`src/vmpi_ram.sv`:
```
`timescale 1ns / 1ps
// ----------------------------------------------------------------------------
// vmpi_ram
// Simple dual-port RAM: one write port, one read port, registered read.
// ----------------------------------------------------------------------------
module vmpi_ram #(
    parameter int WIDTH = 8,
    parameter int DEPTH = 16
) (
    input  logic                     i_clk,
    input  logic                     i_we,
    input  logic [$clog2(DEPTH)-1:0] i_waddr,
    input  logic [WIDTH-1:0]         i_wdata,
    input  logic [$clog2(DEPTH)-1:0] i_raddr,
    output logic [WIDTH-1:0]         o_rdata
);

    logic [WIDTH-1:0] r_mem [DEPTH];
    logic [WIDTH-1:0] r_rdata;

    always_ff @(posedge i_clk) begin
        if (i_we) begin
            r_mem[i_waddr] <= i_wdata;
        end
        r_rdata <= r_mem[i_raddr];
    end

    assign o_rdata = r_rdata;

endmodule

```
`config.mk`:
```
export PLATFORM = sky130hd
export DESIGN_NAME = vmpi_ram
export DESIGN_NICKNAME = d
export VERILOG_FILES = /design/src/vmpi_ram.sv
export SDC_FILE = /design/constraint.sdc
export NUM_CORES = 1
export LEC_CHECK = 0
export ABC_AREA = 1
export BUFFER_PORTS_ARGS = -buffer_cell sky130_fd_sc_hd__buf_2
export CAP_MARGIN = 20
export CORE_UTILIZATION = 50
export DETAILED_ROUTE_END_ITERATION = 12
export GPL_ROUTABILITY_DRIVEN = 0
export PLACE_DENSITY_LB_ADDON = 0.2
export SLEW_MARGIN = 20
export SYNTH_ARGS = -nofsm -noshare
export SYNTH_HDL_FRONTEND = slang
export SYNTH_SLANG_ARGS = --single-unit
```
`constraint.sdc`:
```
create_clock -name i_clk -period 2 [get_ports i_clk]
set_input_delay 0.1 -clock i_clk [delete_from_list [all_inputs] [get_ports i_clk]]
set_output_delay 0.1 -clock i_clk [all_outputs]
set_load 0.005 [all_outputs]
```
After elaboration in Yosys (flattened, before gate mapping)
Memories as Yosys holds them, arrays and structs flattened. A register that Yosys moved wholly into a read port is not among the register bits.
Index checks and enable logic that the tools add are counted.

word-level totals
  bits in registers = 0
  bits in writable memories = 128
  bits of input ports = 18
  output and inout bits = 8
  logic and storage cells = 3
  memories kept = 1

operators by class
  multiplexer cells = 2

memories
  memory  depth  width  read ports  clocked after Yosys merged registers in  write ports  RTL line  text
  r_mem   16     8      1           1                                        1            18        logic [WIDTH-1:0] r_mem [DEPTH];

operators by type and width
  kind    count
  $mux 1  2

Longest topological paths before layout
  word-level depth = 2
  mapped depth = 8
  mapped depth without buffers = 7

Worst setup path after synthesis
OpenSTA, ideal clock, no wires.

  kind = input port to flip-flop
  start = in i_waddr[2]
  end = mem r_mem[10][0], enable pin
  setup time = 0.370 ns
  data arrival time = 0.681 ns
  required time = 1.630 ns
  slack = 0.949 ns
  stages = 2
  buffers on the path = 0
  path through = nand3b_1 nor2_1

RTL lines
  item             RTL line  text
  start, declared  12        input logic [$clog2(DEPTH)-1:0] i_waddr,
  end, declared    18

No word-level cell before the write port.

Final worst setup path
  start = in i_waddr[3]
  end = mem r_mem[6][2], enable pin

No word-level cell before the write port.

==> run summary <==
26 I/O pins were placed. Entering global routing, the biggest net connects 65 pins. Summing all placed instances gives a cell area of between 6000 and 7000 sq um. Across all layers, the routed design uses 3,750 vias. The total negative setup slack is 0 ps. The worst setup skew after layout came out at between 7 and 8 ps.

The nature of the critical path endpoint is a flip-flop. For the worst-skew pair, the clock arrives at the later sink with an insertion delay of between 400 and 500 ps. The via count of the first global-routing pass came out at about 3,700. The highest achievable clock rate is 923 MHz. The clock drives about 140 sinks. The biggest cell delay along the critical path is between 600 and 700 ps. The signed area change from the synthesized netlist to the final layout came out at 15.4%. The reported leakage power is approximately 2.9 nW. During synthesis, Yosys emitted a total of 0 warnings. The clock period minus final worst setup slack is 1080 ps. The TritonCTS clock tree is yes.

The first-pass GRT wire length is approximately 20,000 um. The total wire length came out at ~13,000 um. The number of hold-repair buffers added at the cts stage came out at 0.

The number of DRC violations after detailed-routing iteration 0 is between 300 and 400. The total of buffers placed on input and output ports came out at 25. The remaining antenna violation count after routing came out at 0. The core occupancy in the finished layout is between 60% and 70%. After detailed placement, the design holds a cell count of around 700.

The critical path is of the primary input to flip-flop type. The detailed placement HPWL came out at between 7000 and 8000 um. The count of buffering cells on the critical path with inverters included is 1.

The width of the die came out at 109 um. The global routing usage on met3 came out at under 10%. The power per standard cell area is 1040 nW/um^2. The final count of pins violating max slew came out at 0. The reported max-cap violation count came out at 0.

The depth of the CTS H-tree came out at 4. The layer flagged by global routing as most heavily used is met2. The post-synthesis cell area is between 5000 and 6000 sq um. For the pin with the worst max-slew slack, the measured transition is roughly 840 ps. The flow ran to the end, and the final reports show no timing, DRC or antenna violations.

The clock passes through at most 2 buffers. The worst slew slack as a fraction of its limit is between 40% and 50%. The number of antenna violations at the first check in global routing came out at 0.

The total of endpoints with negative setup slack in the final report came out at 0. The CTS buffer count came out at 17. The required time of the critical path came out at about 2000 ps.

The internal reg-to-reg setup slack came out at approximately 950 ps. The total nets after synthesis came out at between 500 and 600. The register bit count reported by yosys came out at around 140. In this design, the largest share of critical-path delay is due to simple AND/OR/NAND/NOR gates. Clock-pin slew was measured on the worst setup and hold paths at approximately 50 ps. Walking the worst path, the cells encountered are buf_2, nand3b_1, nor2_1. Global routing finished with a remaining overflow of 0. The final net count is 601. The synthesized area divided by synthesized cell count is about 10 sq um. Among all stages on the critical path, the largest delay is contributed by nor2_1. The worst supply voltage drop on vdd is roughly 0.56 mV. Of all nets on the critical path, the largest fanout is 8. The average detailed-routed wire length per instance came out at 17.3 um.

The cell sitting at the root of the clock tree is a clkbuf_16. The core region is between 10,000 and 15,000 sq um. The floorplan row count came out at 38. The library cells used most frequently in the layout, excluding fill and tap cells, are 173 x nand2_1, 128 x edfxtp_1, 100 x inv_1. The filler-free cell count of the finished design is 736.

The post-cts gate resize count is 0. Data arrives at the worst endpoint at between 1000 and 1500 ps. The number of hold-slack violations in the final timing report came out at 0.

The initial core utilization came out at ~52%. The number of fill cells in the layout came out at 908. The die extent in y is about 110 um. Sequential cells were found to cover between 60 and 70% of the synthesized design area. The number of search-and-repair iterations in the first detailed-routing pass is 6. Using the TritonRoute via totals, the vias-per-cell ratio works out to around 5.1. For this run, design rule violations remaining after detail routing come to 0.

The number of instances in the synthesized netlist is roughly 550. The finished cells cover about 6700 sq um. The met1 demand-to-capacity share in global routing is between 30% and 40%.

The fraction of layout instances using a drive strength above 1 came out at 11.4%. The total chip power came out at ~7 mW. The classification of the worst-slack hold path is primary input to flip-flop. Dividing the final minimum period by the clock period gives approximately 54%.

The overall routing resource usage is between 20% and 30%. Setup repair after global routing left no endpoint under its margin. The final antenna diode count came out at 0. The number of distinct standard cells referenced by the synthesized netlist is 12. The overall die area is 12,000 sq um. Global routing used ~37% of the available met2 tracks.

The multi-input combinational cells in the finished layout cover a total of 1210 sq um. The post-CTS setup repair buffer count came out at 0. The type of element launching the critical path is a primary input.

Leaving out fill and tap cells, the most frequent cell in the layout is nand2_1. The register area came out at about 4000 sq um.
-- area by class of cell --
type / count / share of cell area [%]
clock buffers: 20 / 6.56
multi-input cells: 289 / 18.2
well taps: 140 / 2.63
inverters: 102 / 5.76
repair buffers: 37 / 3.61
clock inverters: 12 / 3.01
flip-flops and latches: 136 / 60.2
-- through the flow --
stage	setup slack (ps)	hold WS, ps
finish	916	65.8
global route	861	67.0
CTS	961	47.2
detailed placement	518	478
global placement	610	479
floorplan	949	199
-- cells in the mapped netlist --
master | count | area (sq um)
buf_1 | 1 | 3.75
buf_2 | 13 | 65.1
buf_4 | 4 | 30.0
buf_6 | 6 | 67.6
dfxtp_1 | 8 | 160
edfxtp_1 | 128 | 3840
inv_1 | 100 | 375
inv_2 | 2 | 7.51
nand2_1 | 173 | 649
nand3_1 | 97 | 485
nand3b_1 | 2 | 15.0
nor2_1 | 17 | 63.8
-- kinds of logic after synthesis --
group         count (synthesis)  synth area share (%)
buf+inv                     126                  9.52
flops                       136                  69.4
simple gates                289                  21.0
-- layer usage --
metal  vias to the layer above  part of all wire [%]
met2                       126                    46
met1                      1755                    45
met5                         -                     0
met3                        29                   5.8
met4                         0                   2.8
li1                       1840                     -
-- path summary, 6_finish.rpt --
kind / start / end / depth (start not counted)
setup / recovery: i_waddr[3] / r_mem[6][2] / 3
hold / removal: i_raddr[3] / o_rdata[2] / 3
setup reg to reg: r_mem[5][5] / o_rdata[5] / 6
hold reg to reg: r_mem[10][3] / o_rdata[3] / 6
-- worst register-to-register path, cell delays in order (launching register included) --
cell and delay, ps:
edfxtp_1 370, inv_1 80, nand2_1 60, nand3_1 110, nand3_1 130, nand3_1 120, nand2_1 60
-- sequential cells by signal (all words and copies together), names as in the netlist --
name,cells
o_rdata,8
r_mem,128
-- power by group --
group	total (mW)	internal, mW	switching, mW
Sequential	3.21	3.19	0.0251
Clock	3.33	2.21	1.12
Combinational	0.376	0.110	0.266
Total	6.92	5.51	1.42
Power figures use the tool's default switching activity.
